`config.mk`:
```
export PLATFORM = sky130hd
export DESIGN_NAME = line_position_pid_steering
export DESIGN_NICKNAME = d
export VERILOG_FILES = /design/src/rtl/lps_pkg.sv /design/src/rtl/line_position_pid_steering.sv
export SDC_FILE = /design/constraint.sdc
export NUM_CORES = 1
export LEC_CHECK = 0
export CAP_MARGIN = 20
export CORE_UTILIZATION = 50
export CTS_BUF_LIST = sky130_fd_sc_hd__clkbuf_4
export DETAILED_ROUTE_END_ITERATION = 10
export DONT_BUFFER_PORTS = 1
export GPL_ROUTABILITY_DRIVEN = 0
export PLACE_DENSITY_LB_ADDON = 0.05
export SLEW_MARGIN = 15
export SYNTH_ARGS = -nofsm -noshare
export SYNTH_HDL_FRONTEND = slang
export SYNTH_SLANG_ARGS = --single-unit
export TNS_END_PERCENT = 1
```
`constraint.sdc`:
```
create_clock -name clk_i -period 6.6 [get_ports clk_i]
set_input_delay 0.66 -clock clk_i [delete_from_list [all_inputs] [get_ports clk_i]]
set_output_delay 0.66 -clock clk_i [all_outputs]
set_load 0.02 [all_outputs]
```
`src/rtl/lps_pkg.sv`:
```
// Package for the line position PID steering block: widths, register indexes and the position table.
package lps_pkg;

  // Depth of the error history that forms the integral term.
  localparam int HISTORY_DEPTH  = 6;
  // Fraction bits of the unsigned fixed-point gains.
  localparam int GAIN_FRAC_BITS = 12;

  // Fixed field widths.
  localparam int POS_W      = 9;
  localparam int ERR_W      = 10;
  localparam int DERIV_W    = 11;
  localparam int GAIN_W     = 16;
  localparam int SPEED_W    = 8;
  localparam int CORR_W     = 9;
  localparam int CFG_IDX_W  = 3;
  localparam int CFG_DATA_W = 16;

  // Derived widths of the arithmetic path.
  localparam int HIST_IDX_W = (HISTORY_DEPTH > 1) ? $clog2(HISTORY_DEPTH) : 1;
  localparam int INTEG_W    = ERR_W + $clog2(HISTORY_DEPTH);
  localparam int MUL_A_W    = (INTEG_W > DERIV_W) ? INTEG_W : DERIV_W;
  localparam int PROD_W     = MUL_A_W + GAIN_W + 1;
  localparam int ACC_W      = PROD_W + 2;

  // Configuration register indexes.
  typedef enum logic [CFG_IDX_W-1:0] {
    REG_TARGET    = 3'd0,
    REG_GAIN_P    = 3'd1,
    REG_GAIN_D    = 3'd2,
    REG_GAIN_I    = 3'd3,
    REG_MAX_SPEED = 3'd4
  } cfg_reg_e;

  // Register reset values.
  localparam logic [POS_W-1:0]   TARGET_RST    = 9'd200;
  localparam logic [GAIN_W-1:0]  GAIN_P_RST    = 16'd983;
  localparam logic [GAIN_W-1:0]  GAIN_D_RST    = 16'd18956;
  localparam logic [GAIN_W-1:0]  GAIN_I_RST    = 16'd10;
  localparam logic [SPEED_W-1:0] MAX_SPEED_RST = 8'd100;

  // Line lost: the last position decides which edge the line went off.
  localparam logic [POS_W-1:0] POS_LOST_LIMIT = 9'd200;
  localparam logic [POS_W-1:0] POS_FAR_LEFT   = 9'd400;
  localparam logic [POS_W-1:0] POS_FAR_RIGHT  = 9'd0;

  // Weighted centroid of the lit sensors, truncated. The index is
  // {far left, left, centre, right, far right}. No sensor lit is handled
  // outside the table.
  function automatic logic [POS_W-1:0] pos_lookup(input logic [4:0] seen);
    logic [POS_W-1:0] pos;
    case (seen)
      5'd1:    pos = 9'd0;
      5'd2:    pos = 9'd100;
      5'd3:    pos = 9'd50;
      5'd4:    pos = 9'd200;
      5'd5:    pos = 9'd100;
      5'd6:    pos = 9'd150;
      5'd7:    pos = 9'd100;
      5'd8:    pos = 9'd300;
      5'd9:    pos = 9'd150;
      5'd10:   pos = 9'd200;
      5'd11:   pos = 9'd133;
      5'd12:   pos = 9'd250;
      5'd13:   pos = 9'd166;
      5'd14:   pos = 9'd200;
      5'd15:   pos = 9'd150;
      5'd16:   pos = 9'd400;
      5'd17:   pos = 9'd200;
      5'd18:   pos = 9'd250;
      5'd19:   pos = 9'd166;
      5'd20:   pos = 9'd300;
      5'd21:   pos = 9'd200;
      5'd22:   pos = 9'd233;
      5'd23:   pos = 9'd175;
      5'd24:   pos = 9'd350;
      5'd25:   pos = 9'd233;
      5'd26:   pos = 9'd266;
      5'd27:   pos = 9'd200;
      5'd28:   pos = 9'd300;
      5'd29:   pos = 9'd225;
      5'd30:   pos = 9'd250;
      5'd31:   pos = 9'd200;
      default: pos = POS_FAR_RIGHT;
    endcase
    return pos;
  endfunction

endpackage

```
`src/rtl/line_position_pid_steering.sv`:
```
// Line position PID steering: sequencer, shared multiply-accumulate unit and output register.
// The block works on one sample at a time: after an input transfer it walks the error history
// taps, makes three passes through the one shared multiplier and scales the sum, and it takes
// no new sample until the result has been loaded into the output register.
// The next input is taken while a finished result still waits in the output register.
// Reset (asynchronous, active low) loads the register defaults and clears the position, error
// and error history state.
module line_position_pid_steering
  import lps_pkg::*;
(
  input  logic                  clk_i,
  input  logic                  rst_ni,
  // Configuration write port
  input  logic                  cfg_we_i,
  input  logic [CFG_IDX_W-1:0]  cfg_index_i,
  input  logic [CFG_DATA_W-1:0] cfg_wdata_i,
  // Sensor sample channel
  input  logic                  in_valid_i,
  output logic                  in_ready_o,
  input  logic                  far_left_seen_i,
  input  logic                  left_seen_i,
  input  logic                  center_seen_i,
  input  logic                  right_seen_i,
  input  logic                  far_right_seen_i,
  // Steering result channel
  output logic                  out_valid_o,
  input  logic                  out_ready_i,
  output logic [POS_W-1:0]      line_position_o,
  output logic signed [CORR_W-1:0] correction_o,
  output logic [SPEED_W-1:0]    left_duty_o,
  output logic [SPEED_W-1:0]    right_duty_o
);

  // Sequencer states.
  localparam logic [2:0] ST_IDLE  = 3'd0;
  localparam logic [2:0] ST_INTEG = 3'd1;
  localparam logic [2:0] ST_MUL   = 3'd2;
  localparam logic [2:0] ST_SCALE = 3'd3;
  localparam logic [2:0] ST_OUT   = 3'd4;

  // Multiplier passes: proportional, derivative, integral, then the final add.
  localparam logic [1:0] TERM_P    = 2'd0;
  localparam logic [1:0] TERM_D    = 2'd1;
  localparam logic [1:0] TERM_I    = 2'd2;
  localparam logic [1:0] TERM_LAST = 2'd3;

  localparam logic [HIST_IDX_W-1:0] HIST_LAST = HIST_IDX_W'(HISTORY_DEPTH - 1);

  logic [2:0] state_q, state_d;

  // Configuration registers.
  logic [POS_W-1:0]   target_q;
  logic [GAIN_W-1:0]  gain_p_q, gain_d_q, gain_i_q;
  logic [SPEED_W-1:0] max_speed_q;

  // Controller state.
  logic [POS_W-1:0]        prev_pos_q;
  logic signed [ERR_W-1:0] prev_err_q;
  logic signed [ERR_W-1:0] hist_q [HISTORY_DEPTH];

  // Working registers of one item.
  logic [POS_W-1:0]          pos_q;
  logic signed [ERR_W-1:0]   err_q;
  logic signed [DERIV_W-1:0] deriv_q;
  logic signed [INTEG_W-1:0] integ_q;
  logic [HIST_IDX_W-1:0]     idx_q;
  logic [1:0]                term_q;
  logic signed [PROD_W-1:0]  prod_q;
  logic signed [ACC_W-1:0]   acc_q;
  logic [SPEED_W-1:0]        mag_q;
  logic                      neg_q;

  // Output register.
  logic                      out_valid_q;
  logic [POS_W-1:0]          out_pos_q;
  logic signed [CORR_W-1:0]  out_corr_q;
  logic [SPEED_W-1:0]        out_left_q, out_right_q;

  logic                      in_xfer;
  logic                      out_load;
  logic [4:0]                seen;
  logic [POS_W-1:0]          pos_new;
  logic signed [ERR_W-1:0]   err_new;
  logic signed [MUL_A_W-1:0] mul_a;
  logic [GAIN_W-1:0]         mul_b;
  logic signed [PROD_W-1:0]  mul_prod;
  logic [ACC_W-1:0]          acc_abs;
  logic [ACC_W-1:0]          mag_full;
  logic [SPEED_W-1:0]        mag_new;
  logic [SPEED_W-1:0]        duty_cut;

  assign in_ready_o = (state_q == ST_IDLE);
  assign in_xfer    = in_valid_i && in_ready_o;
  assign out_load   = (state_q == ST_OUT) && (!out_valid_q || out_ready_i);

  // Position of the new sample, with the line-lost rule.
  assign seen = {far_left_seen_i, left_seen_i, center_seen_i, right_seen_i, far_right_seen_i};
  always_comb begin
    if (seen == 5'd0) begin
      pos_new = (prev_pos_q <= POS_LOST_LIMIT) ? POS_FAR_RIGHT : POS_FAR_LEFT;
    end else begin
      pos_new = pos_lookup(seen);
    end
  end
  assign err_new = $signed({1'b0, pos_new}) - $signed({1'b0, target_q});

  // Shared multiplier operand selection.
  always_comb begin
    case (term_q)
      TERM_P: begin
        mul_a = MUL_A_W'(err_q);
        mul_b = gain_p_q;
      end
      TERM_D: begin
        mul_a = MUL_A_W'(deriv_q);
        mul_b = gain_d_q;
      end
      default: begin
        mul_a = MUL_A_W'(integ_q);
        mul_b = gain_i_q;
      end
    endcase
  end
  assign mul_prod = mul_a * $signed({1'b0, mul_b});

  // Scale toward zero and clamp the magnitude to the maximum speed.
  assign acc_abs  = acc_q[ACC_W-1] ? ACC_W'(-acc_q) : ACC_W'(acc_q);
  assign mag_full = acc_abs >> GAIN_FRAC_BITS;
  assign mag_new  = (mag_full > ACC_W'(max_speed_q)) ? max_speed_q : mag_full[SPEED_W-1:0];
  assign duty_cut = max_speed_q - mag_q;

  // Sequencer next state.
  always_comb begin
    state_d = state_q;
    unique case (state_q)
      ST_IDLE:  if (in_xfer) state_d = ST_INTEG;
      ST_INTEG: if (idx_q == HIST_LAST) state_d = ST_MUL;
      ST_MUL:   if (term_q == TERM_LAST) state_d = ST_SCALE;
      ST_SCALE: state_d = ST_OUT;
      ST_OUT:   if (out_load) state_d = ST_IDLE;
      default:  state_d = ST_IDLE;
    endcase
  end

  always_ff @(posedge clk_i or negedge rst_ni) begin
    if (!rst_ni) begin
      state_q <= ST_IDLE;
    end else begin
      state_q <= state_d;
    end
  end

  // Configuration register writes; indexes beyond the list are ignored.
  always_ff @(posedge clk_i or negedge rst_ni) begin
    if (!rst_ni) begin
      target_q    <= TARGET_RST;
      gain_p_q    <= GAIN_P_RST;
      gain_d_q    <= GAIN_D_RST;
      gain_i_q    <= GAIN_I_RST;
      max_speed_q <= MAX_SPEED_RST;
    end else if (cfg_we_i) begin
      unique case (cfg_index_i)
        REG_TARGET:    target_q    <= cfg_wdata_i[POS_W-1:0];
        REG_GAIN_P:    gain_p_q    <= cfg_wdata_i[GAIN_W-1:0];
        REG_GAIN_D:    gain_d_q    <= cfg_wdata_i[GAIN_W-1:0];
        REG_GAIN_I:    gain_i_q    <= cfg_wdata_i[GAIN_W-1:0];
        REG_MAX_SPEED: max_speed_q <= cfg_wdata_i[SPEED_W-1:0];
        default: ;
      endcase
    end
  end

  // Controller state: the history shifts once the integral walk has read it.
  always_ff @(posedge clk_i or negedge rst_ni) begin
    if (!rst_ni) begin
      prev_pos_q <= POS_FAR_RIGHT;
      prev_err_q <= '0;
      for (int k = 0; k < HISTORY_DEPTH; k++) begin
        hist_q[k] <= '0;
      end
    end else begin
      if (in_xfer) begin
        prev_pos_q <= pos_new;
      end
      if (state_q == ST_INTEG && idx_q == HIST_LAST) begin
        prev_err_q <= err_q;
        for (int k = HISTORY_DEPTH - 1; k > 0; k--) begin
          hist_q[k] <= hist_q[k-1];
        end
        hist_q[0] <= err_q;
      end
    end
  end

  // Item working registers and the shared multiply-accumulate unit.
  always_ff @(posedge clk_i) begin
    unique case (state_q)
      ST_IDLE: begin
        pos_q   <= pos_new;
        err_q   <= err_new;
        deriv_q <= DERIV_W'(err_new) - DERIV_W'(prev_err_q);
        integ_q <= '0;
        idx_q   <= '0;
      end
      ST_INTEG: begin
        integ_q <= integ_q + INTEG_W'(hist_q[idx_q]);
        idx_q   <= idx_q + 1'b1;
        term_q  <= TERM_P;
        acc_q   <= '0;
      end
      ST_MUL: begin
        if (term_q != TERM_P) begin
          acc_q <= acc_q + ACC_W'(prod_q);
        end
        if (term_q != TERM_LAST) begin
          prod_q <= mul_prod;
        end
        term_q <= term_q + 1'b1;
      end
      ST_SCALE: begin
        mag_q <= mag_new;
        neg_q <= acc_q[ACC_W-1];
      end
      default: ;
    endcase
  end

  // Output register: holds a result until its transfer.
  always_ff @(posedge clk_i or negedge rst_ni) begin
    if (!rst_ni) begin
      out_valid_q <= 1'b0;
    end else if (out_load) begin
      out_valid_q <= 1'b1;
    end else if (out_ready_i) begin
      out_valid_q <= 1'b0;
    end
  end

  always_ff @(posedge clk_i) begin
    if (out_load) begin
      out_pos_q   <= pos_q;
      out_corr_q  <= neg_q ? -$signed({1'b0, mag_q}) : $signed({1'b0, mag_q});
      out_left_q  <= neg_q ? max_speed_q : duty_cut;
      out_right_q <= neg_q ? duty_cut : max_speed_q;
    end
  end

  assign out_valid_o     = out_valid_q;
  assign line_position_o = out_pos_q;
  assign correction_o    = out_corr_q;
  assign left_duty_o     = out_left_q;
  assign right_duty_o    = out_right_q;

  // The block works on one item at a time after a sample transfer.
  assert property (@(posedge clk_i) disable iff (!rst_ni)
    in_xfer |=> !in_ready_o)
    else $error("sample taken while an item is still in progress");

  // One motor always keeps the full duty.
  assert property (@(posedge clk_i) disable iff (!rst_ni)
    out_valid_o |-> (left_duty_o == max_speed_q || right_duty_o == max_speed_q))
    else $error("neither motor runs at the base duty");

  // The reported position stays within the sensor span.
  assert property (@(posedge clk_i) disable iff (!rst_ni)
    out_valid_o |-> (line_position_o <= POS_FAR_LEFT))
    else $error("line position beyond the far left sensor");

  // A new result is loaded only after the scaling step.
  assert property (@(posedge clk_i) disable iff (!rst_ni)
    out_load |-> $past(state_q == ST_SCALE) || $past(state_q == ST_OUT))
    else $error("result loaded without a scaling step");

endmodule

```
==> impl_summary.log <==
[metrics] Fin Clk Skew: roughly 0.079 ns
[metrics] setup tns final: 0 ns
[metrics] Post-Synthesis Mean Instance Area: 10.5 um2
[metrics] Horiz. Die Dim: approximately 210 um
[metrics] vias in the first global route: 16,200
[metrics] start point of the critical path: term_q[0]
[metrics] total wirelength of the detailed-routed design: 56.2 mm
[metrics] kind of cell adding the most delay to the critical path: adder cells
[metrics] Slew @ Worst Pin: 1.03 ns
[metrics] critical path start-end classification: reg -> reg
[metrics] cell count after synthesis: between 2,000 and 2,500
[metrics] Via density: 5.42
[metrics] global-route usage over all layers: 25.2%
[metrics] run status: completed
[metrics] setup slack, reg-to-reg: approximately 0.20 ns
[metrics] Worst path max stage delay: 0.55 ns
[metrics] reg-to-reg critical path startpoint: term_q[0]
[metrics] DIE HEIGHT: 213 um
[metrics] Sinks on Clock Net: 291
[metrics] clock latency on the worst-skew pair: 0.83 ns
[metrics] CP max-delay cell: fa_1
[metrics] largest fanout of any net on the critical path: 12
[metrics] highest achievable clock rate: 156 MHz
[metrics] largest area contributor in the synthesized netlist: edfxtp_1
[metrics] H-tree levels: 3
[metrics] smallest hold slack: about 0.12 ns
[metrics] most frequent cell on the critical path: fa_1
[metrics] startpoint types: flop
[metrics] Antenna Violating Nets Remaining: 0
[metrics] flop and latch count out of synthesis: around 290
[metrics] shortest period the worst path allows: 6.40 ns
[metrics] post-synth design cell area: 22,300 um2
[metrics] normalized max-slew margin: 31.1%
[metrics] remaining design rule violation count: 0
[metrics] reg2reg path depth: 26
[metrics] Bufs on Longest Clock Path: 3
[metrics] capture point of the worst path: prod_q[20]
[metrics] Worst EP arrival: 6.94 ns
[metrics] cell types with the largest area share after synthesis: edfxtp_1, fa_1, dfrtp_1
[metrics] average wire per cell in the routed design: 18.9 um
[metrics] global-route wire length before repair: approximately 87 mm
[metrics] Yosys Warn Count: 0
[metrics] boundary pin count: 65
[metrics] total congestion overflow after global routing: 0
[metrics] number of flops mapped to enable cells by yosys: 153
[metrics] count of pins over their slew limit: 0
[metrics] most used standard cells in the synthesized netlist: inv_1, nand2_1, nor2_1
[metrics] clock tree from TritonCTS: built
[metrics] portion of the post-synthesis area used by sequential elements: 36.2%
[metrics] worst slack at placement: -0.264 ns
[metrics] final setup violating endpoints: 0
[metrics] number of iterations in the first detailed-routing pass: 5
[metrics] post-route clock period utilization: just under 100%
[metrics] placeable core region: 44,100 um2
[metrics] final net count: 2,697
[metrics] Worst setup EP type: flop
[metrics] class of the tightest hold or removal check: in -> reg
[metrics] clock transition time at the flip-flop clock pins of the worst setup and hold paths: 0.06 ns
[metrics] initial DRC count: approximately 940
[metrics] number of distinct library cell variants in the gate-level netlist after synthesis: roughly 70
[metrics] Reg-to-Reg End: prod_q[20]
[metrics] Area growth syn-to-layout: 15.9%
[metrics] buffers added on ports: 0
[metrics] pin count of the biggest net entering global routing: 139
[metrics] critical path data required time: ~7.1 ns
[metrics] overall die area: between 40,000 and 50,000 um2
[metrics] root buffer cell: clkbuf_4
[metrics] Buf/Inv on CP: 7
[metrics] post-synth top area share: roughly a fifth
[metrics] instance count on the critical path: 26
[metrics] proportion of register bits with asynchronous set or reset after synthesis: 47.4%
[metrics] most common cell in the netlist: inv_1
[metrics] Max-Cap Viols: 0
[metrics] total number of placement rows: 77
[metrics] total number of vias: 16,100
[metrics] primary flip-flop cell chosen by synthesis mapping: edfxtp_1
[metrics] antenna violations before repair: 1
[metrics] Synthesized Nets: 2,510
[metrics] Initial Util: between 50% and 60%
[metrics] half-perimeter wire length after detailed placement: 43.4 mm
[metrics] setup ws final: slightly below 0.2 ns
[metrics] total count of hold-check failures in the final report: 0
[metrics] setup repair after global routing missed its margin: true
[metrics] cts bufs inserted: 80
[metrics] fraction of final layout cells sized beyond drive strength 1: roughly 23%
[metrics] worst hold path stage count: 2
[layout make-up]
| cell class | instances | area [um2] |
|---|---|---|
| Timing Repair Buffer | 169 | 1480 |
| Fill cell | 3910 | 18300 |
| Multi-Input combinational cell | 1540 | 13700 |
| Clock inverter | 25 | 110 |
| Sequential cell | 291 | 8070 |
| Antenna cell | 2 | 5.00 |
| Clock buffer | 119 | 893 |
| Tap cell | 592 | 741 |
| Inverter | 234 | 882 |
[state kept, by name, indices dropped and copies added, names as in the netlist, 2 cells and up]
signal	flops
gain_p_q	16
prod_q	30
line_position_o	9
max_speed_q	8
idx_q	3
state_q	3
mag_q	8
deriv_q	11
integ_q	13
right_duty_o	8
err_q	10
pos_q	9
acc_q	32
left_duty_o	8
gain_d_q	16
correction_o	9
target_q	9
gain_i_q	16
prev_pos_q	9
hist_q	60
term_q	2
[worst reg2reg max path, delay by kind of cell, from the launching register on]
kind,cells,cell delay (ns)
AOI/OAI and AO/OA,4,0.74
xor gates and xnor gates,1,0.08
adders and majority gates,8,3.32
buffers and inverters,7,0.87
DFF,1,0.47
and+or+nand+nor,6,0.65
[how the worst min path moves through the flow]
stage                          startpoint     endpoint  slack (ns)
final                     far_left_seen_i     pos_q[0]        0.12
after global placement             rst_ni   hist_q[16]        0.37
after floorplan                    rst_ni  gain_d_q[0]        0.36
after detailed placement           rst_ni   hist_q[16]        0.37
after global routing      far_left_seen_i     pos_q[0]        0.08
after CTS                 far_left_seen_i     pos_q[6]        0.03
[metrics by stage]
stage / cell area, um2 / utilization [%] / cells
final: 25800 / 58.6 / 2972
after global placement: 23900 / 54.2 / 2788
after detailed placement: 23900 / 54.2 / 2789
after floorplan: 22400 / - / 2129
after CTS: 25200 / 57.1 / 2953
after global routing: 25800 / 58.6 / 2971
[timing repair]
item                                   4_1_cts  5_1_grt
cloned                                       0        2
buffers inserted                             2       15
resized for setup                           14       96
endpoints found under the hold margin      203        0
hold buffers                                18        0
setup endpoints to repair                   11       14
pin swaps                                    5       70
[layer usage]
layer,global-route usage [%],vias up,share of wire [%]
met3,4.41,114,4.6
met2,40.6,382,47
met1,33.0,7857,44
met5,0,-,0
li1,-,7758,-
met4,11.6,0,4.2
[logic make-up after synthesis]
family	count (synthesis)	share of synthesized area, %
AO/OA/AOI/OAI	388	11.2
XOR/XNOR	88	3.49
AND/OR/NAND/NOR	566	11.1
multiplexers	146	7.79
flip-flops	291	36.2
adder cells (fa/ha/maj)	352	25.1
buffers and inverters	298	5.08
[placed cells by master (no fill, tap or decap), drive strengths merged, types with 54 or more instances in the layout]
| cell type | instances |
|---|---|
| o21ai | 98 |
| inv | 234 |
| mux2 | 120 |
| fa | 159 |
| nand2 | 219 |
| dfrtp | 117 |
| nor2 | 204 |
| edfxtp | 153 |
| clkbuf | 121 |
| ha | 193 |
| a21o | 54 |
| xnor2 | 61 |
| a21oi | 108 |
| buf | 150 |
Power is left out: the tool's default activity adds up to more than one toggle a clock period on the data nets, which glitch-free logic cannot reach.
